--- src/sv/assert_macros.svh ---
// ---------------------------------------------------------------------------
// Assertion macros
// Shared concurrent assertion wrappers; define ASSERT_OFF to compile them out.
// ---------------------------------------------------------------------------
`ifndef ASSERT_MACROS_SVH
`define ASSERT_MACROS_SVH
`ifndef ASSERT_OFF
// Check a property on every rising clock edge outside reset.
`define TPLR_ASSERT(name, prop) \
   name: assert property (@(posedge clock) disable iff (reset) prop) \
      else $error("label resolver assertion failed");
// Check that a condition never holds outside reset.
`define TPLR_NEVER(name, cond) \
   name: assert property (@(posedge clock) disable iff (reset) !(cond)) \
      else $error("label resolver forbidden condition seen");
`else
`define TPLR_ASSERT(name, prop)
`define TPLR_NEVER(name, cond)
`endif
`endif

--- src/sv/tplr_pkg.sv ---
// ---------------------------------------------------------------------------
// tplr_pkg
// Types and constants shared by the label resolver front end, queue and back end.
// ---------------------------------------------------------------------------
package tplr_pkg;

   localparam int ATOM_DEPTH  = 4096;
   localparam int TABLE_DEPTH = 256;
   localparam int ATOM_AW     = $clog2(ATOM_DEPTH);
   localparam int CNT_W       = $clog2(ATOM_DEPTH + 1);
   localparam int TABLE_AW    = $clog2(TABLE_DEPTH);
   localparam int KIND_W      = 3;
   localparam int IDENT_W     = 8;
   localparam int DATA_W      = 64;
   localparam int POS_W       = 16;
   localparam int BYTE_W      = 8;
   localparam int WORD_BYTES  = 8;
   localparam int QUEUE_DEPTH = 4;
   localparam int QUEUE_AW    = $clog2(QUEUE_DEPTH);
   localparam int QUEUE_CW    = $clog2(QUEUE_DEPTH + 1);

   typedef enum logic [KIND_W-1:0] {
      KIND_BYTE  = 3'd0,
      KIND_LREF  = 3'd1,
      KIND_VREF  = 3'd2,
      KIND_NUM   = 3'd3,
      KIND_LDEF  = 3'd4,
      KIND_VDEF  = 3'd5,
      KIND_DRAIN = 3'd6
   } kind_type;

   typedef enum logic [1:0] {
      ATOM_BYTE = 2'd0,
      ATOM_LREF = 2'd1,
      ATOM_VREF = 2'd2,
      ATOM_NUM  = 2'd3
   } atom_kind_type;

   typedef enum logic [1:0] {
      CMD_STORE = 2'd0,
      CMD_TDEF  = 2'd1,
      CMD_DRAIN = 2'd2,
      CMD_EMPTY = 2'd3
   } cmd_op_type;

   typedef enum logic [1:0] {
      BK_IDLE  = 2'd0,
      BK_ATOM  = 2'd1,
      BK_TABLE = 2'd2
   } back_state_type;

   typedef struct packed {
      cmd_op_type             op;
      atom_kind_type          atom_kind;
      logic [ATOM_AW-1:0]     addr;
      logic [TABLE_AW-1:0]    tbl_idx;
      logic [DATA_W-1:0]      data;
      logic                   final_atom;
      logic                   overflowed;
   } cmd_type;

   typedef struct packed {
      logic full;
      logic empty;
   } q_status_type;

   typedef struct packed {
      atom_kind_type      kind;
      logic [DATA_W-1:0]  payload;
   } atom_type;

endpackage

--- src/sv/tplr_queue.sv ---
// ---------------------------------------------------------------------------
// tplr_queue
// Short command queue between the front end and the back end.
// ---------------------------------------------------------------------------
`include "assert_macros.svh"

module tplr_queue (
   input  logic                   clock,
   input  logic                   reset,
   input  logic                   push,
   input  tplr_pkg::cmd_type      push_cmd,
   input  logic                   pop,
   output tplr_pkg::cmd_type      head,
   output tplr_pkg::q_status_type status
);

   tplr_pkg::cmd_type             entry_ff [tplr_pkg::QUEUE_DEPTH];
   logic [tplr_pkg::QUEUE_AW-1:0] wr_ptr_ff, wr_ptr_in;
   logic [tplr_pkg::QUEUE_AW-1:0] rd_ptr_ff, rd_ptr_in;
   logic [tplr_pkg::QUEUE_CW-1:0] count_ff, count_in;

   always_comb begin
      status.full  = count_ff == tplr_pkg::QUEUE_CW'(tplr_pkg::QUEUE_DEPTH);
      status.empty = count_ff == '0;
      head         = entry_ff[rd_ptr_ff];
      wr_ptr_in    = push ? wr_ptr_ff + tplr_pkg::QUEUE_AW'(1) : wr_ptr_ff;
      rd_ptr_in    = pop  ? rd_ptr_ff + tplr_pkg::QUEUE_AW'(1) : rd_ptr_ff;
      count_in     = count_ff;
      if (push && !pop) begin
         count_in = count_ff + tplr_pkg::QUEUE_CW'(1);
      end else if (pop && !push) begin
         count_in = count_ff - tplr_pkg::QUEUE_CW'(1);
      end
   end

   always_ff @(posedge clock) begin
      if (push) begin
         entry_ff[wr_ptr_ff] <= push_cmd;
      end
   end

   always_ff @(posedge clock) begin
      if (reset) begin
         wr_ptr_ff <= '0;
         rd_ptr_ff <= '0;
         count_ff  <= '0;
      end else begin
         wr_ptr_ff <= wr_ptr_in;
         rd_ptr_ff <= rd_ptr_in;
         count_ff  <= count_in;
      end
   end

   `TPLR_NEVER(a_q_no_overrun, push && status.full)
   `TPLR_NEVER(a_q_no_underrun, pop && status.empty)

endmodule

--- config.mk ---
export PLATFORM = sky130hd
export DESIGN_NAME = tplr_queue
export DESIGN_NICKNAME = d
export VERILOG_FILES = /design/src/sv/tplr_pkg.sv /design/src/sv/tplr_queue.sv
export VERILOG_INCLUDE_DIRS = /design/src /design/src/sv
export SDC_FILE = /design/constraint.sdc
export NUM_CORES = 1
export LEC_CHECK = 0
export BUFFER_PORTS_ARGS = -buffer_cell sky130_fd_sc_hd__buf_2
export CORE_MARGIN = 3
export CORE_UTILIZATION = 51
export CTS_CLUSTER_DIAMETER = 100
export DETAILED_ROUTE_END_ITERATION = 7
export PLACE_DENSITY = 0.8
export SLEW_MARGIN = 0
export SYNTH_ARGS = -nofsm -noshare
export SYNTH_HDL_FRONTEND = slang
export SYNTH_SLANG_ARGS = --single-unit
--- constraint.sdc ---
create_clock -name clock -period 3.4 [get_ports clock]
set_clock_uncertainty 0.15 [all_clocks]
set_input_delay 0.68 -clock clock [delete_from_list [all_inputs] [get_ports clock]]
set_output_delay 0.68 -clock clock [all_outputs]
set_load 0.01 [all_outputs]
Yosys cells after proc, flatten, opt, wreduce, memory -nomap -nowiden

Memories as Yosys holds them, arrays and structs flattened. A register that Yosys moved wholly into a read port is not among the register bits.
Index checks and enable logic that the tools add are counted.

$add $sub $neg: 4
Equality and inequality tests: 1
Mux-type cells: 6
Reductions and logical operators: 6

Operator list:

| kind                                             | number |
|---|---|
| 2-to-1 mux 3 bit                                 | 2 |
| adder 2 x 1 -> 2 bit, second input constant      | 2 |
| 2-to-1 mux 2 bit                                 | 2 |
| adder 3 x 1 -> 3 bit, second input constant      | 1 |
| equality test 3 bit, second input constant       | 1 |
| logical NOT 3 bit                                | 1 |
| subtractor 3 x 1 -> 3 bit, second input constant | 1 |
| logical AND 1 bit                                | 2 |
| logical NOT 1 bit                                | 2 |
| 2-to-1 mux 1 bit                                 | 2 |
| nonzero test 2 bit                               | 1 |

Register bits: 7
Memory bits (writable): 360
Input port bits: 94
Output and inout port bits: 92
Logic and storage cells: 21
Memories kept: 1

Memories:

| name     | depth | width | read ports | clocked after Yosys merged registers in | write ports | line             | text |
|---|---|---|---|---|---|---|---|
| entry_ff | 4     | 90    | 1          | 1                                       | 1           | tplr_queue.sv:17 | `tplr_pkg::cmd_type entry_ff [tplr_pkg::QUEUE_DEPTH];` |

Depth between registers and ports, before layout

Word-level depth: 4
Mapped depth: 7
Depth with buffers taken out: 7

Worst setup path before layout

Ideal clock, no wire load.

Path kind: in2reg
Start: in push
End: mem entry_ff[0][0] in the netlist's numbering (enable)
Setup time: 458 ps
Arrival: 2766 ps
Required time: 2792 ps
Slack: 26 ps
Cell stages on the path: 1
Path buffers: 0
Cells stage by stage: and2_1

Longest elaborated chain between the ends: 2

RTL lines:

| what                                   | line             | text |
|---|---|---|
| start: declaration                     | tplr_queue.sv:10 | `input logic push,` |
| 2-to-1 mux 1 bit                       | tplr_queue.sv:37 | `if (push) begin` |
| 2-to-1 mux 1 bit (implied by the code) | tplr_queue.sv:38 | `entry_ff[wr_ptr_ff] <= push_cmd;` |
| end: declaration                       | tplr_queue.sv:17 |  |

No other way between the ends.

==> summary.md <==
| Metric | Value |
|---|---|
| Status | finished, final reports clean |
| Met3 wire len | around 1500 um |
| Die X | between 150 and 200 um |
| Final instance area | around 16,000 um^2 |
| Most common cell in the netlist | edfxtp_1 |
| WL final | 24,900 um |
| Vias in the first global route | roughly 6,600 |
| Max-slew headroom | 0.641 |
| Antenna cells | 0 |
| Avg Inst Size Synth | 26.3 um^2 |
| DR vias | just over 6,000 |
| Final Max Tran Viols | 0 |
| Yosys warnings | 0 |
| Crit path cell chain | buf_12 > mux4_2 > buf_2 |
| Clock Sinks | 369 |
| Minimum clock period | ~2.9 ns |
| EDFF count, synth | between 300 and 400 |
| Syn_nets | 614 |
| Setup TNS | 0 ns |
| DRT Pass-1 Iters | 5 |
| Distinct cells, synth | 22 |
| Layout cells sized above 1 | 0.450 |
| Worst Path Required | 2.57 ns |
| Drt drc | 0 |
| Global route overflow | 0 |
| Final Non-Filler Cells | approximately 1,100 |
| Unrepaired setup endpoints after global routing | false |
| Achievable Freq | 341 MHz |
| Cell area after synthesis | ~14,000 um^2 |
| Metal2 WL | roughly 13,000 um |
| Highest cell delay on the worst timing path | between 0.6 and 0.7 ns |
| Final RePlAce weighted congestion | between 0.7 and 0.8 |
| Root buf cell | clkbuf_16 |
| Cell at the slowest stage of the critical path | dfxtp_4 |
| Via/cell ratio | ~5.6 |
| Final Hold Fails | 0 |
| Placed inst area | ~15,000 um^2 |
| IO buf count | approximately 190 |
| Power Density | between 600 and 700 nW/um^2 |
| Total track usage | 0.178 |
| CP Launch Type | flop |
| Leakage | about 0.0053 uW |
| CTS Buf Count | 37 |
| Placed cells | between 1,000 and 1,500 |
| Ys async rst share | 0 |
| Post-CTS Setup Inserts | 0 |
| Mapped Cells | ~510 |
| Drt first-iter violations | approximately 450 |
| Largest area contributor in the netlist | edfxtp_1 |
| Worst Setup Path Type | flop to output pin |
| # IOs | about 190 |
| Max-Cap Viols | 0 |
| Layout Nets | 829 |
| WL/cell | 23.0 um |
| Die area | roughly 28,000 um^2 |
| Die height | about 170 um |
| Setup violators final | 0 |
| Synth area leaders | edfxtp_1 80%, mux4_2 15%, buf_12 1.3% |
| Final core occ | 0.620 |
| Post-synthesis register bit count | ~370 |
| Sequential share of the synthesized area | 0.814 |
| First-pass GRT wire length | between 30,000 and 40,000 um |
| Tcrit/Tclk final | 0.862 |
| CTS tree | done |
| Worst setup EP type | output pin |
| Area Overhead vs Synth | 17.6% |
| Slew of the pin with the lowest slew margin | 0.538 ns |
| Hold_buf cts | 0 |
| Starting Density | 0.527 |
| Initial antenna violation count | 2 |
| Top cells by count, synth | 360 x edfxtp_1, 90 x mux4_2, 9 x buf_12, 9 x buf_2, 9 x dfxtp_1 |
| Critical-path maximum fanout | 37 |
| Hold Crit Class | primary input to flop |
| Core area | 25,600 um^2 |
| Main synth FF type | edfxtp_1 |
| Post_cts resized | 0 |
| Worst-skew pair later-pin latency | 0.49 ns |
| Clk buf depth | 3 |
| Largest net degree at the start of global routing | 88 |
| Routed Antenna Nets | 0 |
| Clock transition at path regs | 0.06 ns |
| CP arrival | 2.10 ns |
| DP HPWL | ~15,000 um |
| Top cell type's share of synthesized area | 0.800 |
| # H-tree levels | 2 |
| FP Rows | 58 |
| Max Used Layer | met5 |
| Peak VDD IR | between 0.3 and 0.4 mV |
| Met1 Routed Length | approximately 9500 um |
-- stage by stage --
step	setup slack (ns)	hold WS [ns]	power, uW
final	0.469	0.245	9910
after floorplan	0.0257	0.316	5980
after CTS	0.432	0.221	10000
after detailed placement	0.975	0.363	6350
after global routing	0.384	0.227	10300
after global placement	0.993	0.326	6300
-- kinds of logic (layout without fill, tap and decap cells) --
logic type               Yosys count  in the layout  share of synthesized area
multiplexers                      92             92                      0.152
adder cells (fa/ha/maj)            6              6                    0.00611
AO/OA/AOI/OAI                      2              2                   0.000740
buffers and inverters             25            264                     0.0192
flip-flops                       369            369                      0.814
AND/OR/NAND/NOR                   15             15                    0.00547
XOR/XNOR                           5              5                    0.00324
-- final cells by class --
type	instances	area (um^2)
Multi-Input combinational cell	120	2270
Sequential cell	369	11000
Inverter	4	15.0
Clock buffer	44	952
Tap cell	330	413
Timing Repair Buffer	197	1100
Clock inverter	19	141
Fill cell	1720	9730
-- layout by cell type, fill, tap and decap left out, drive strengths merged, types with 2 or more instances in the layout --
cell	Yosys	layout
xor2	3	3
bufinv	0	2
inv	4	4
mux2i	2	2
ha	5	5
clkinv	0	15
clkinvlp	0	2
edfxtp	360	360
and2	4	4
dfxtp	9	9
mux4	90	90
nor2	7	7
buf	20	197
xnor2	2	2
clkbuf	1	44
-- final timing paths --
path	cells past startpoint	startpoint	slack, ns	end
worst max-delay path	3	flop	0.47	head[19]
worst min-delay path	1	push_cmd[22]	0.25	entry_ff[1][22]$_DFFE_PP_
worst max register to register	3	wr_ptr_ff[0]$_SDFFE_PP0P_	1.47	entry_ff[3][55]$_DFFE_PP_
worst min register to register	2	count_ff[2]$_SDFFE_PP0P_	0.37	count_ff[2]$_SDFFE_PP0P_
-- state kept, by name, indices dropped and copies added (netlist names), named ones only --
| signal | count |
|---|---|
| wr_ptr_ff | 2 |
| count_ff | 3 |
| rd_ptr_ff | 2 |
| entry_ff | 360 |
-- per-layer routing --
metal | GRT usage | up-vias
met5 | 0 | -
met4 | 0.0455 | 4
met3 | 0.0376 | 48
met2 | 0.316 | 213
met1 | 0.226 | 3166
li1 | - | 2636
-- power breakdown --
part           leakage, uW  total (uW)  switching [uW]  internal (uW)
clock network     0.000528        3670            1530           2140
registers          0.00338        5300            73.2           5230
logic              0.00144         943             502            441
total              0.00535        9910            2110           7810
-- worst max-delay path, delay by kind of cell, from the launching register on --
kind     cells  cell delay [ns]
buf+inv      2             0.47
flops        1             0.68
mux          1             0.39
No activity file was read; power rests on OpenSTA's default activity.
