`config.mk`:
```
export PLATFORM = sky130hd
export DESIGN_NAME = tplr_front
export DESIGN_NICKNAME = d
export VERILOG_FILES = /design/src/sv/assert_macros.svh /design/src/sv/tplr_pkg.sv /design/src/sv/tplr_front.sv
export SDC_FILE = /design/constraint.sdc
export NUM_CORES = 1
export LEC_CHECK = 0
export ABC_AREA = 1
export BUFFER_PORTS_ARGS = -buffer_cell sky130_fd_sc_hd__buf_2
export CAP_MARGIN = 20
export CORE_MARGIN = 2
export CORE_UTILIZATION = 23
export DETAILED_ROUTE_END_ITERATION = 8
export PLACE_DENSITY_LB_ADDON = 0.05
export SLEW_MARGIN = 20
export SYNTH_ARGS = -nofsm -noshare
export SYNTH_HDL_FRONTEND = slang
export SYNTH_SLANG_ARGS = --single-unit
export TNS_END_PERCENT = 50
```
`constraint.sdc`:
```
create_clock -name clock -period 4.06 [get_ports clock]
set_input_delay 0.812 -clock clock [delete_from_list [all_inputs] [get_ports clock]]
set_output_delay 0.812 -clock clock [all_outputs]
set_load 0.03 [all_outputs]
```
`src/sv/assert_macros.svh`:
```
// ---------------------------------------------------------------------------
// Assertion macros
// Shared concurrent assertion wrappers; define ASSERT_OFF to compile them out.
// ---------------------------------------------------------------------------
`ifndef ASSERT_MACROS_SVH
`define ASSERT_MACROS_SVH
`ifndef ASSERT_OFF
// Check a property on every rising clock edge outside reset.
`define TPLR_ASSERT(name, prop) \
   name: assert property (@(posedge clock) disable iff (reset) prop) \
      else $error("label resolver assertion failed");
// Check that a condition never holds outside reset.
`define TPLR_NEVER(name, cond) \
   name: assert property (@(posedge clock) disable iff (reset) !(cond)) \
      else $error("label resolver forbidden condition seen");
`else
`define TPLR_ASSERT(name, prop)
`define TPLR_NEVER(name, cond)
`endif
`endif

```
`src/sv/tplr_pkg.sv`:
```
// ---------------------------------------------------------------------------
// tplr_pkg
// Types and constants shared by the label resolver front end, queue and back end.
// ---------------------------------------------------------------------------
package tplr_pkg;

   localparam int ATOM_DEPTH  = 4096;
   localparam int TABLE_DEPTH = 256;
   localparam int ATOM_AW     = $clog2(ATOM_DEPTH);
   localparam int CNT_W       = $clog2(ATOM_DEPTH + 1);
   localparam int TABLE_AW    = $clog2(TABLE_DEPTH);
   localparam int KIND_W      = 3;
   localparam int IDENT_W     = 8;
   localparam int DATA_W      = 64;
   localparam int POS_W       = 16;
   localparam int BYTE_W      = 8;
   localparam int WORD_BYTES  = 8;
   localparam int QUEUE_DEPTH = 4;
   localparam int QUEUE_AW    = $clog2(QUEUE_DEPTH);
   localparam int QUEUE_CW    = $clog2(QUEUE_DEPTH + 1);

   typedef enum logic [KIND_W-1:0] {
      KIND_BYTE  = 3'd0,
      KIND_LREF  = 3'd1,
      KIND_VREF  = 3'd2,
      KIND_NUM   = 3'd3,
      KIND_LDEF  = 3'd4,
      KIND_VDEF  = 3'd5,
      KIND_DRAIN = 3'd6
   } kind_type;

   typedef enum logic [1:0] {
      ATOM_BYTE = 2'd0,
      ATOM_LREF = 2'd1,
      ATOM_VREF = 2'd2,
      ATOM_NUM  = 2'd3
   } atom_kind_type;

   typedef enum logic [1:0] {
      CMD_STORE = 2'd0,
      CMD_TDEF  = 2'd1,
      CMD_DRAIN = 2'd2,
      CMD_EMPTY = 2'd3
   } cmd_op_type;

   typedef enum logic [1:0] {
      BK_IDLE  = 2'd0,
      BK_ATOM  = 2'd1,
      BK_TABLE = 2'd2
   } back_state_type;

   typedef struct packed {
      cmd_op_type             op;
      atom_kind_type          atom_kind;
      logic [ATOM_AW-1:0]     addr;
      logic [TABLE_AW-1:0]    tbl_idx;
      logic [DATA_W-1:0]      data;
      logic                   final_atom;
      logic                   overflowed;
   } cmd_type;

   typedef struct packed {
      logic full;
      logic empty;
   } q_status_type;

   typedef struct packed {
      atom_kind_type      kind;
      logic [DATA_W-1:0]  payload;
   } atom_type;

endpackage

```
`src/sv/tplr_front.sv`:
```
// ---------------------------------------------------------------------------
// tplr_front
// Accepts requests, tracks position/count/pointer and issues back-end commands.
// ---------------------------------------------------------------------------
module tplr_front (
   input  logic                          clock,
   input  logic                          reset,
   input  logic                          start,
   input  logic [tplr_pkg::KIND_W-1:0]   req_kind,
   input  logic [tplr_pkg::IDENT_W-1:0]  req_ident,
   input  logic [tplr_pkg::DATA_W-1:0]   req_payload,
   input  tplr_pkg::q_status_type        q_status,
   output logic                          busy,
   output logic                          push,
   output tplr_pkg::cmd_type             push_cmd
);

   logic [tplr_pkg::CNT_W-1:0] count_ff, count_in;
   logic [tplr_pkg::CNT_W-1:0] rp_ff, rp_in;
   logic [tplr_pkg::POS_W-1:0] pos_ff, pos_in;
   logic                       draining_ff, draining_in;
   logic                       ovf_ff, ovf_in;

   logic                       accept;
   logic [tplr_pkg::CNT_W-1:0] base_count;
   logic [tplr_pkg::POS_W-1:0] base_pos;
   logic                       room;
   logic                       tbl_hit;

   assign busy = q_status.full;

   always_comb begin
      accept     = start && !q_status.full;
      // a load after draining starts a new program
      base_count = draining_ff ? '0 : count_ff;
      base_pos   = draining_ff ? '0 : pos_ff;
      room       = base_count < tplr_pkg::CNT_W'(tplr_pkg::ATOM_DEPTH);
      tbl_hit    = 32'(req_ident) < tplr_pkg::TABLE_DEPTH;

      count_in    = count_ff;
      rp_in       = rp_ff;
      pos_in      = pos_ff;
      draining_in = draining_ff;
      ovf_in      = ovf_ff;
      push        = 1'b0;
      push_cmd    = '0;
      push_cmd.addr    = base_count[tplr_pkg::ATOM_AW-1:0];
      push_cmd.tbl_idx = tplr_pkg::TABLE_AW'(req_ident);

      if (accept) begin
         unique case (tplr_pkg::kind_type'(req_kind))
            tplr_pkg::KIND_DRAIN: begin
               draining_in = 1'b1;
               push        = 1'b1;
               push_cmd.overflowed = ovf_ff;
               push_cmd.addr       = rp_ff[tplr_pkg::ATOM_AW-1:0];
               if (rp_ff >= count_ff) begin
                  push_cmd.op = tplr_pkg::CMD_EMPTY;
               end else begin
                  push_cmd.op         = tplr_pkg::CMD_DRAIN;
                  push_cmd.final_atom = (rp_ff + tplr_pkg::CNT_W'(1)) == count_ff;
                  rp_in               = rp_ff + tplr_pkg::CNT_W'(1);
               end
            end
            tplr_pkg::KIND_BYTE, tplr_pkg::KIND_LREF, tplr_pkg::KIND_VREF,
            tplr_pkg::KIND_NUM: begin
               draining_in = 1'b0;
               rp_in       = draining_ff ? '0 : rp_ff;
               count_in    = base_count;
               push_cmd.op = tplr_pkg::CMD_STORE;
               if (room) begin
                  push     = 1'b1;
                  count_in = base_count + tplr_pkg::CNT_W'(1);
               end else begin
                  ovf_in = 1'b1;
               end
               pos_in = base_pos + tplr_pkg::POS_W'(tplr_pkg::WORD_BYTES);
               case (tplr_pkg::kind_type'(req_kind))
                  tplr_pkg::KIND_BYTE: begin
                     push_cmd.atom_kind = tplr_pkg::ATOM_BYTE;
                     push_cmd.data = tplr_pkg::DATA_W'(req_payload[tplr_pkg::BYTE_W-1:0]);
                     pos_in = base_pos + tplr_pkg::POS_W'(1);
                  end
                  tplr_pkg::KIND_LREF: begin
                     push_cmd.atom_kind = tplr_pkg::ATOM_LREF;
                     push_cmd.data      = tplr_pkg::DATA_W'(req_ident);
                  end
                  tplr_pkg::KIND_VREF: begin
                     push_cmd.atom_kind = tplr_pkg::ATOM_VREF;
                     push_cmd.data      = tplr_pkg::DATA_W'(req_ident);
                  end
                  default: begin
                     push_cmd.atom_kind = tplr_pkg::ATOM_NUM;
                     push_cmd.data      = req_payload;
                  end
               endcase
            end
            tplr_pkg::KIND_LDEF, tplr_pkg::KIND_VDEF: begin
               draining_in = 1'b0;
               rp_in       = draining_ff ? '0 : rp_ff;
               count_in    = base_count;
               pos_in      = base_pos;
               push        = tbl_hit;
               push_cmd.op = tplr_pkg::CMD_TDEF;
               if (tplr_pkg::kind_type'(req_kind) == tplr_pkg::KIND_LDEF) begin
                  push_cmd.data = tplr_pkg::DATA_W'(base_pos);
               end else begin
                  push_cmd.data = req_payload;
               end
            end
            default: begin
               // unused kind: drop
            end
         endcase
      end
   end

   always_ff @(posedge clock) begin
      if (reset) begin
         count_ff    <= '0;
         rp_ff       <= '0;
         pos_ff      <= '0;
         draining_ff <= 1'b0;
         ovf_ff      <= 1'b0;
      end else begin
         count_ff    <= count_in;
         rp_ff       <= rp_in;
         pos_ff      <= pos_in;
         draining_ff <= draining_in;
         ovf_ff      <= ovf_in;
      end
   end

endmodule

```
=== Word level (Yosys, flattened, before mapping) ===
Index checks and enable logic that the tools add are counted.

* Add/sub/neg operators: 4
* $mul: 0
* Div/mod/pow operators: 0
* Magnitude comparators: 2
* Equal/unequal tests: 9
* Shift operators: 0
* Muxes and demuxes: 25
* Bitwise operators: 1
* Reduce and logical (&&, ||, !) cells: 14

{| class="wikitable"
|+ Operator list
! cell !! count
|-
| $pmux 64 s2 || 2
|-
| $mux 66 || 1
|-
| $mux 64 || 1
|-
| $mux 13 || 4
|-
| $pmux 13 s2 || 2
|-
| $mux 16 || 3
|-
| $pmux 16 s2 || 1
|-
| $add 13x1->13 const B || 2
|-
| $add 16x1->16 const B || 1
|-
| $add 16x4->16 const B || 1
|-
| $eq 13x13->1 || 1
|-
| $ge 13x13->1 || 1
|-
| $lt 13x13->1 const B || 1
|-
| $mux 12 || 1
|-
| $eq 3x3->1 const B || 3
|-
| $eq 3x2->1 const B || 2
|-
| $pmux 2 s3 || 1
|-
| $reduce_or 6->1 || 1
|-
| $mux 1 || 4
|-
| $mux 2 || 2
|-
| $pmux 1 s2 || 2
|-
| $pmux 2 s2 || 1
|-
| $reduce_and 2->1 || 2
|-
| $reduce_and 4->1 || 1
|-
| other kinds (12) || 14
|}

* Register bits: 44
* Bits in latches: 0
* Bits in writable memories: 0
* Memory bits (read-only): 0
* Input bits: 80
* Output and inout bits: 92
* Memories kept: 0

=== Longest topological paths before layout ===
Gate-level depths: netlist (run 1).

* Depth in word-level cells: 5
* Gate-level depth with buffers: 13
* Mapped depth without buffers: 13

=== Worst setup path before layout (run 1) ===
Ideal clock, no wire load.

* Path type: input -> output
* Start: input port req_kind[0] (netlist name)
* End: output port push_cmd[3] (netlist name)
* Arrival time: 2.287 ns
* Data required time: 3.248 ns
* Path slack: 0.961 ns
* Stages: 5
* Buffers on the path: 0
* Cell sequence: nor2_2 > nand2_4 > nand2_1 > nand2_1 > o32ai_1

{| class="wikitable"
|+ RTL lines
! what !! line !! text
|-
| from (decl) || tplr_front.sv:9 || <nowiki>input logic [tplr_pkg::KIND_W-1:0] req_kind,</nowiki>
|-
| to (decl) || tplr_front.sv:15 || <nowiki>output tplr_pkg::cmd_type push_cmd</nowiki>
|}

==> results of run 1 <==
## worst max-delay path by stage
stage,from,to,cells past startpoint
2_1_floorplan,req_kind[0],push_cmd[3],5
3_3_place_gp,req_kind[0],push_cmd[7],8
3_5_place_dp,req_kind[0],push_cmd[7],8
4_1_cts,rp_ff[0],push_cmd[1],12
5_1_grt,rp_ff[0],push_cmd[1],12
6_report,rp_ff[0],push_cmd[1],12
## worst register-to-register path, cell delays in order, from the launching register on
cell and delay, ns:
dfxtp_1 0.55, inv_1 0.17, ha_1 0.34, nand4_1 0.12, nor2_1 0.13, nand3_1 0.07
nand3_1 0.13, nand2_1 0.51, nand2_1 0.26, nand2_1 0.07, nand2_1 0.06, nor2_1 0.04
## kinds of logic after synthesis
kind of cell               after synthesis
AOI/OAI and AO/OA                      111
xor gates and xnor gates                 8
buffers and inverters                  122
and+or+nand+nor                        470
adders and majority gates               17
DFF                                     44
## area by class of cell
type | instances | share of cell area (%)
Multi-Input combinational cell | 606 | 54.06
Timing Repair Buffer | 176 | 16.36
Sequential cell | 44 | 16.08
Inverter | 80 | 5.483
Tap cell | 234 | 5.346
Clock buffer | 8 | 2.673
## state kept, by name (all words and copies together) (netlist names)
signal       count
count_ff        13
draining_ff      1
ovf_ff           1
pos_ff          16
rp_ff           13
## cell usage in the layout, fill, tap and decap left out, types with 2 or more instances in the layout
master,Yosys,final
inv_1,74,74
o32ai_1,8,8
clkbuf_1,20,2
nor3_1,20,20
nand2_2,2,2
dfxtp_1,44,44
ha_1,17,17
clkbuf_16,0,5
a31oi_1,3,3
a22oi_1,5,5
nand4_1,12,12
buf_4,11,6
xnor2_1,2,2
o211ai_1,9,9
nor2_1,149,149
nand2_1,207,207
clkinv_1,2,2
nor3b_1,3,3
nand3b_1,2,2
buf_2,6,170
a21oi_1,42,42
inv_2,4,4
o21ai_0,22,22
nand2_4,2,2
nor4_1,4,4
nor2_4,2,2
xor2_1,5,5
o21ai_1,9,9
o22ai_1,2,2
o21a_1,2,2
nand3_1,59,59
nor2_2,5,5
## per-stage QoR
stage	cells	area [sq um]	worst slack [ns]
floorplan	772	4385	0.9613
global placement	1140	5330	0.6893
detailed placement	1140	5330	0.7259
CTS	1148	5477	0.4399
global route	1148	5477	0.2005
finish	1148	5477	0.4698
## power by group through the flow
stage                     logic [mW]  clock network, mW  registers (mW)
after floorplan                0.218                  0           0.458
after global placement         0.323                  0           0.463
after detailed placement       0.320                  0           0.463
after CTS                      0.322              0.463           0.453
after global routing           0.355              0.473           0.455
final                          0.316              0.443           0.453
## routing by layer
metal  vias to the layer above  track usage (%)  part of all wire (%)
met2                       145            32.11                    50
met5                         -                0                     0
li1                       2797                -                     -
met3                        13            3.028                   4.6
met1                      2397            20.45                    43
met4                         0            4.632                   1.6
==> impl_metrics.tcl, run 1 <==
set metrics [dict create \
    switching_share_pct 34.79 \
    crit_family "simple AND/OR/NAND/NOR gates" \
    yosys.area.top_type_share_pct 20.09 \
    grt_antenna_before_repair 0 \
    antenna_cells 0 \
    area.growth.synth_to_final_pct 24.88 \
    yosysWarnings 0 \
    min_to "ovf_ff" \
    drtIter0Drc 291 \
    first_global_vias 5218 \
    fillCellCount 2141 \
    hold_viol_final 0 \
    fin_skew_ns 0.009297 \
    via_per_inst 4.662 \
    p_int_mw 0.7903 \
    synthMostInstantiatedCell "nand2_1" \
    timing.hold.ws_ns 0.4646 \
    ys_seq_elements 44 \
    ys_seq_area_share_pct 20.09 \
    reg2reg_to "rp_ff[4]" \
    endpoint_kind "output port" \
    finalPower_mw 1.212 \
    synth_top_family_by_area "simple AND/OR/NAND/NOR gates" \
    ctsResizeCount 0 \
    cp_slowest_stage_delay_ns 0.55 \
    clk_pin_slew_ns 0.07 \
    grt.overflow.total 0 \
    die_y_microns 142.1 \
    dpl.hpwl_microns 13480 \
    setup_viol 0 \
    globalplace.congestion 0.7712 \
    p_leak_nw 2.556 \
    die_area_sq_um 20190 \
    synthMuxAreaShare_pct 0 \
    async_reset_ff_share_pct 0 \
    wire_per_inst_microns 15.09 \
    fmax_ghz 0.2785 \
    crit_chain "ha_1 > nand2_1 > nor2_1 > nand3b_1 > nand2_1 > nand2_1 > nand2_1 > nand3_1 > nor2_1 > nand3_1 > nor2_1 > buf_2" \
    routed_wl_microns 17330 \
    grt_first_pass_wirelength_microns 27390 \
    die_w_microns 142.1 \
    powerDensity_nw_per_um2 221.3 \
    synth_edf_count 0 \
    finalSetupTns_ns 0 \
    hold_path_class "flop to flop" \
    cp_common_cell "nand2_1" \
    grt_start_max_net_pins 55 \
    register_area_sq_um 880.8 \
    netlist_instances 772 \
    critPathBufInv 1 \
    clockBufferDepth 2 \
    maxCapViolCount 0 \
    timing.final.crit_share_pct 88.43 \
    ys_types 45 \
    final_util_pct 29.28 \
    tightest_slew_ns 0.8372 \
    postRouteAntennaNets 0 \
    timing.final.crit_period_ns 3.590 \
    maxSlewHeadroom_pct 44.05 \
    rsz0062_at_grt "false" \
    crit_type "flop to output port" \
    rows 50 \
    crit_fanout 7 \
    yosys.area_share.xor_xnor_pct 1.912 \
    start_util_pct 23.44 \
    drv_slew 0 \
    synthTopCellsByArea "dfxtp_1, nand2_1, nor2_1, nand3_1, inv_1" \
    synth_compound_area_share_pct 15.24 \
    core_sq_um 18710 \
    worstHoldPathCells 2 \
    seqPwrFrac_pct 37.4 \
    syn_nets 869 \
    cts_root_buffer "clkbuf_16" \
    htreeDepth 2 \
    drcViolationCount 0 \
    start_kind "flop" \
    irDropWorstVdd_v 0.0001284 \
    crit_arrival_ns 2.78 \
    cts_tree "built" \
    first_pass_iters 4 \
    comb_power_share_pct 26.1 \
    avgSynthCellArea_sq_um 5.681 \
    pwr-share-clk_pct 36.5 \
    switchingPower_mw 0.4217 \
    cts_hold_buffers 0 \
    r2r_start "rp_ff[0]" \
    grt_util_all_layers_pct 17.32 \
    multi_input_area_sq_um 2960 \
    fin_nets 1010 \
    hp-start "ovf_ff" \
    ys_top_cells_by_count "nand2_1, nor2_1, inv_1" \
    syn-cell-area_sq_um 4385 \
    crit_required_ns 3.25 \
    cts.sinks 44 \
    dr_total_vias 5352 \
    post_cts_buffers 0 \
    insertion_delay_ns 0.31 \
    synth_simple_gate_area_share_pct 45.51 \
    slowest_stage "dfxtp_1" \
    cts-buffers-inserted 5 \
    ioPinCount 172 \
    synthAdderAreaFrac_pct 4.850 \
    yosysTopAreaCell "dfxtp_1" \
    ff2ff_path_depth 11 \
    portBuffers 170 \
    layout-drive-gt1-share_pct 22.10 \
    synth_top_flop_cell "dfxtp_1" \
    outcome "completed" \
    ff2ff_setup_slack_ns 1.52 \
]
No activity file was read; power rests on OpenSTA's default activity.
==> run 2: changes to the inputs <==
--- a/config.mk
+++ b/config.mk
@@ -7,9 +7,10 @@
 export LEC_CHECK = 0
 export ABC_AREA = 1
 export BUFFER_PORTS_ARGS = -buffer_cell sky130_fd_sc_hd__buf_2
-export CAP_MARGIN = 20
+export CAP_MARGIN = 10
 export CORE_MARGIN = 2
 export CORE_UTILIZATION = 23
+export CTS_CLUSTER_SIZE = 30
 export DETAILED_ROUTE_END_ITERATION = 8
 export PLACE_DENSITY_LB_ADDON = 0.05
 export SLEW_MARGIN = 20
==> constraint.sdc (replaced) <==
create_clock -name clock -period 3.9 [get_ports clock]
set_input_delay 0.78 -clock clock [delete_from_list [all_inputs] [get_ports clock]]
set_output_delay 0.78 -clock clock [all_outputs]
set_load 0.03 [all_outputs]
==> run 2 against run 1 <==
Effect of this change:
- core utilization grew 0.33 points
- die area is the same
- combinational power grew 6%
- sequential cell count is the same
- total power grew 7.5%
- clock-buffer cell count shrank 2
- via count grew 0.73%
- wire length grew 0.30%
- sequential share of layout area shrank 0.18 points
- critical path depth is the same
==> impl_metrics.tcl, run 2 (same netlist as run 1, synthesis figures left out) <==
set metrics [dict create \
    outcome "completed" \
    die_area_sq_um 20190 \
    fillCellCount 2171 \
    cp_slowest_stage_delay_ns 0.46 \
    start_util_pct 23.44 \
    insertion_delay_ns 0.30 \
    rsz0062_at_grt "false" \
    maxCapViolCount 0 \
    cts_hold_buffers 0 \
    crit_required_ns 3.12 \
    cp_common_cell "nand2_1" \
    comb_power_share_pct 25.7 \
    placedCellCount 1146 \
    layout_commonest_cell "nand2_1" \
    powerDensity_nw_per_um2 235.3 \
    fmax_ghz 0.2918 \
    area.growth.synth_to_final_pct 26.31 \
    die_w_microns 142.1 \
    p_leak_nw 2.596 \
    slowest_stage "dfxtp_1" \
    fin_nets 1016 \
    crit_chain "ha_1 > nand2_1 > nor2_1 > nand3b_1 > nand2_1 > nand2_1 > nand2_1 > nand3_1 > nor2_1 > nand3_1 > nor2_1 > buf_2" \
    maxSlewHeadroom_pct 41.92 \
    endpoint_kind "output port" \
    core_sq_um 18710 \
    post_cts_buffers 0 \
    cts_root_buffer "clkbuf_16" \
    largest_register_ffs 16 \
    antenna_cells 0 \
    htreeDepth 2 \
    layout-drive-gt1-share_pct 22.72 \
    drtIter0Drc 314 \
    timing.final.crit_share_pct 87.86 \
    clockBufferDepth 2 \
    timing.final.crit_period_ns 3.427 \
    crit_arrival_ns 2.65 \
    p_int_mw 0.8728 \
    layout_common_cells "nand2_1, buf_2, nor2_1" \
    globalplace.congestion 0.8046 \
    finalNonFillerCells 1154 \
    grt.overflow.total 0 \
    seqPwrFrac_pct 36.1 \
    switchingPower_mw 0.4306 \
    grt_use_met1_pct 20.80 \
    cts-buffers-inserted 5 \
    pwr-share-clk_pct 38.1 \
    first_pass_iters 4 \
    tightest_slew_ns 0.8690 \
    cts.sinks 44 \
    grt_use_met3_pct 2.389 \
    drv_slew 0 \
    portBuffers 170 \
    setup_slack_ns 0.4735 \
    irDropWorstVdd_v 0.0001936 \
    reg_top3 "pos_ff: 16 flops, count_ff: 13 flops, rp_ff: 13 flops" \
    drcViolationCount 0 \
    ioPinCount 172 \
    switching_share_pct 33.04 \
    hold_path_class "flop to flop" \
    ctsResizeCount 0 \
    place_ws_ns 0.5699 \
    die_y_microns 142.1 \
    dr_total_vias 5391 \
    grt_first_pass_wirelength_microns 27540 \
    fin_skew_ns 0.005233 \
    grt_start_max_net_pins 28 \
    hold_viol_final 0 \
    clk_pin_slew_ns 0.06 \
    grt_antenna_before_repair 1 \
    first_global_vias 5216 \
    routed_wl_microns 17380 \
    finalSetupTns_ns 0 \
    crit_fanout 6 \
    via_per_inst 4.672 \
    grt_util_all_layers_pct 17.21 \
    rows 50 \
    start_kind "flop" \
    top_register "pos_ff" \
    gr-max-usage-layer "met2" \
    timing.hold.ws_ns 0.4716 \
    crit_type "flop to output port" \
    setup_viol 0 \
    dpl.hpwl_microns 13650 \
    postRouteAntennaNets 0 \
    cts_tree "built" \
    wire_per_inst_microns 15.06 \
    grt_util_met2_pct 32.44 \
]
run 2: cell types whose count changed in the layout (fill, tap and decap cells not counted):
cell	delta
buf_4	+6
bufinv_16	+1
clkbuf_1	-1
clkbuf_8	-1
clkinv_2	+1
run 2: stage by stage:
stage               util (%)  instance area [sq um]  power [mW]
global route           29.61                   5539       1.382
detailed placement     28.74                   5375      0.8210
CTS                    29.61                   5539       1.331
finish                 29.61                   5539       1.303
global placement       28.74                   5375      0.8244
floorplan                  -                   4385      0.7035
run 2: routing by layer:
| layer | routed length [microns] | share of wire, % |
|---|---|---|
| met5 | 0 | 0 |
| met4 | 199 | 1.1 |
| met3 | 669 | 3.8 |
| met2 | 8927 | 51 |
| met1 | 7581 | 44 |
run 2: final timing paths:
| kind | from | end | slack (ns) | cells after the start |
|---|---|---|---|---|
| setup / recovery | rp_ff[1] | push_cmd[1] | 0.47 | 12 |
| hold / removal | ovf_ff | ovf_ff | 0.47 | 2 |
| setup reg to reg | count_ff[2] | rp_ff[4] | 1.39 | 13 |
| hold reg to reg | ovf_ff | ovf_ff | 0.47 | 2 |
run 2: final cells by class:
| class | count | area, sq um | share of cell area (%) |
|---|---|---|---|
| multi-input combinational | 606 | 2960 | 53.44 |
| clock buffer | 6 | 128.9 | 2.327 |
| clock inverter | 2 | 35.03 | 0.6325 |
| sequential | 44 | 880.8 | 15.90 |
| inverter | 80 | 300.3 | 5.421 |
| timing repair buffer | 182 | 940.9 | 16.99 |
| tap | 234 | 292.8 | 5.286 |
run 2: power groups by stage:
stage	clock network (mW)	logic [mW]	registers (mW)
5_1_grt	0.534	0.376	0.472
2_1_floorplan	0	0.227	0.476
6_report	0.497	0.335	0.471
4_1_cts	0.520	0.341	0.470
3_3_place_gp	0	0.343	0.482
3_5_place_dp	0	0.340	0.481
run 2: critical path, delay by kind of cell, from the launching register on:
kind	cells	cell delay (ns)
adder cells (fa/ha/maj)	1	0.32
buffers and inverters	1	0.21
flip-flops	1	0.46
AND/OR/NAND/NOR	10	1.36
==> run 3: changes to the inputs <==
--- a/config.mk
+++ b/config.mk
@@ -13,6 +13,7 @@
 export CTS_CLUSTER_SIZE = 30
 export DETAILED_ROUTE_END_ITERATION = 8
 export PLACE_DENSITY_LB_ADDON = 0.05
+export RECOVER_POWER = 50
 export SLEW_MARGIN = 20
 export SYNTH_ARGS = -nofsm -noshare
 export SYNTH_HDL_FRONTEND = slang
==> constraint.sdc (replaced) <==
create_clock -name clock -period 4 [get_ports clock]
set_input_delay 0.8 -clock clock [delete_from_list [all_inputs] [get_ports clock]]
set_output_delay 0.8 -clock clock [all_outputs]
set_load 0.03 [all_outputs]
==> run 3 against run 2 <==
Effect of this change:
- die area did not move
- wire length fell by 0.33%
- largest power group unchanged
- hold slack got worse by 0.0038 ns
- cell count fell by 0.35%
- via count rose by 0.17%
- clock power barely moved
- clock skew fell by 0.0022 ns
- first-iteration DRC count fell by 10%
- critical path depth did not move
- non-clock buffer count fell by 4
- register-to-register slack got worse by 0.32 ns
==> impl_metrics.tcl, run 3 (same netlist as run 1, synthesis figures left out) <==
set metrics [dict create \
    antenna_cells 0 \
    postRouteAntennaNets 0 \
    drcViolationCount 0 \
    worstHoldPathCells 2 \
    grt_util_all_layers_pct 17.28 \
    ff2ff_setup_slack_ns 1.07 \
    maxSlewHeadroom_pct 21.05 \
    reg2reg_to "pos_ff[13]" \
    grt_start_max_net_pins 28 \
    rows 50 \
    r2r_start "draining_ff" \
    drv_slew 0 \
    clockBufferDepth 2 \
    cts_root_buffer "clkbuf_16" \
    die_w_microns 142.1 \
    ff2ff_path_depth 9 \
    start_kind "flop" \
    crit_fanout 7 \
    reg_top3 "pos_ff: 16 flops, count_ff: 13 flops, rp_ff: 13 flops" \
    crit_arrival_ns 2.74 \
    maxCapViolCount 0 \
    irDropWorstVdd_v 0.0001250 \
    cts-buffers-inserted 5 \
    min_to "ovf_ff" \
    insertion_delay_ns 0.30 \
    rsz0062_at_grt "false" \
    die_area_sq_um 20190 \
    fin_skew_ns 0.003068 \
    top_register "pos_ff" \
    register_area_sq_um 880.8 \
    crit_type "flop to output port" \
    timing.final.crit_period_ns 3.537 \
    drtIter0Drc 282 \
    powerDensity_nw_per_um2 233.6 \
    cts_tree "built" \
    fillCellCount 2187 \
    first_pass_iters 5 \
    core_sq_um 18710 \
    via_per_inst 4.696 \
    start_util_pct 23.44 \
    first_global_vias 5194 \
    layout-drive-gt1-share_pct 19.10 \
    endpoint_kind "output port" \
    dpl.hpwl_microns 13530 \
    outcome "completed" \
    clk_pin_slew_ns 0.07 \
    grt.overflow.total 0 \
    setup_slack_ns 0.4632 \
    grt_antenna_before_repair 1 \
    grt_first_pass_wirelength_microns 27390 \
    fin_nets 1012 \
    hold_viol_final 0 \
    area.growth.synth_to_final_pct 24.42 \
    routed_wl_microns 17320 \
    die_y_microns 142.1 \
    finalPower_mw 1.274 \
    tightest_slew_ns 1.184 \
    ctsResizeCount 0 \
    dr_total_vias 5400 \
    wire_per_inst_microns 15.06 \
    htreeDepth 2 \
    layout_commonest_cell "nand2_1" \
    finalSetupTns_ns 0 \
    hp-start "ovf_ff" \
    crit_required_ns 3.20 \
    setup_viol 0 \
    largest_register_ffs 16 \
    fmax_ghz 0.2827 \
    ioPinCount 172 \
    cts.sinks 44 \
    layout_common_cells "nand2_1, nor2_1, buf_2" \
    final_util_pct 29.17 \
    place_ws_ns 0.6523 \
    cts_hold_buffers 0 \
    portBuffers 170 \
    p_leak_nw 2.494 \
    timing.final.crit_share_pct 88.42 \
    globalplace.congestion 0.7971 \
    hold_path_class "flop to flop" \
    multi_input_area_sq_um 2924 \
    post_cts_buffers 0 \
]
[run 3: changes by cell type in the layout (fill, tap and decap cells not counted), sizes merged]
cell    delta
buf       -27
clkbuf    +23
[run 3: worst max path at each step]
| stage | startpoint | endpoint | slack, ns | cells past startpoint |
|---|---|---|---|---|
| after CTS | rp_ff[0] | push_cmd[1] | 0.40 | 12 |
| final | rp_ff[0] | push_cmd[1] | 0.46 | 12 |
| after detailed placement | req_kind[2] | push_cmd[31] | 0.65 | 8 |
| after global routing | req_kind[0] | pos_ff[14] | 0.15 | 12 |
| after floorplan | req_kind[0] | push_cmd[3] | 0.93 | 5 |
| after global placement | req_kind[2] | push_cmd[30] | 0.62 | 8 |
[run 3: per-layer routing]
| metal | part of all wire [%] | vias up | GRT usage, % |
|---|---|---|---|
| li1 | - | 2798 | - |
| met1 | 43 | 2434 | 20.05 |
| met3 | 4.2 | 15 | 3.062 |
| met2 | 51 | 153 | 32.42 |
| met4 | 1.5 | 0 | 4.632 |
| met5 | 0 | - | 0 |
[run 3: layout make-up]
class	instances	area share, %
inverters	80	5.503
flip-flops and latches	44	16.14
multi-input cells	606	53.59
repair buffers	178	16.40
well taps	234	5.366
clock buffers	6	2.362
clock inverters	2	0.6421
[run 3: where the power goes]
part | total (mW) | switching, mW | internal [mW]
registers | 0.460 | 0.0136 | 0.446
clock network | 0.496 | 0.201 | 0.295
logic | 0.318 | 0.213 | 0.105
[run 3: critical path, stage by stage, from the launching register on]
cell	delay (ns)
dfxtp_1	0.54
ha_1	0.34
nand2_1	0.14
nor2_1	0.39
nand3b_1	0.21
nand2_1	0.11
nand2_1	0.05
nand2_1	0.05
nand3_1	0.06
nor2_1	0.12
nand3_1	0.09
nor2_1	0.12
buf_2	0.22
[run 3: metrics by stage]
| stage | instance area, sq um | instances | hold slack, ns |
|---|---|---|---|
| global route | 5456 | 1150 | 0.5094 |
| global placement | 5358 | 1142 | 0.4555 |
| floorplan | 4385 | 772 | 0.4362 |
| CTS | 5522 | 1150 | 0.4681 |
| detailed placement | 5358 | 1142 | 0.4581 |
| finish | 5456 | 1150 | 0.4678 |
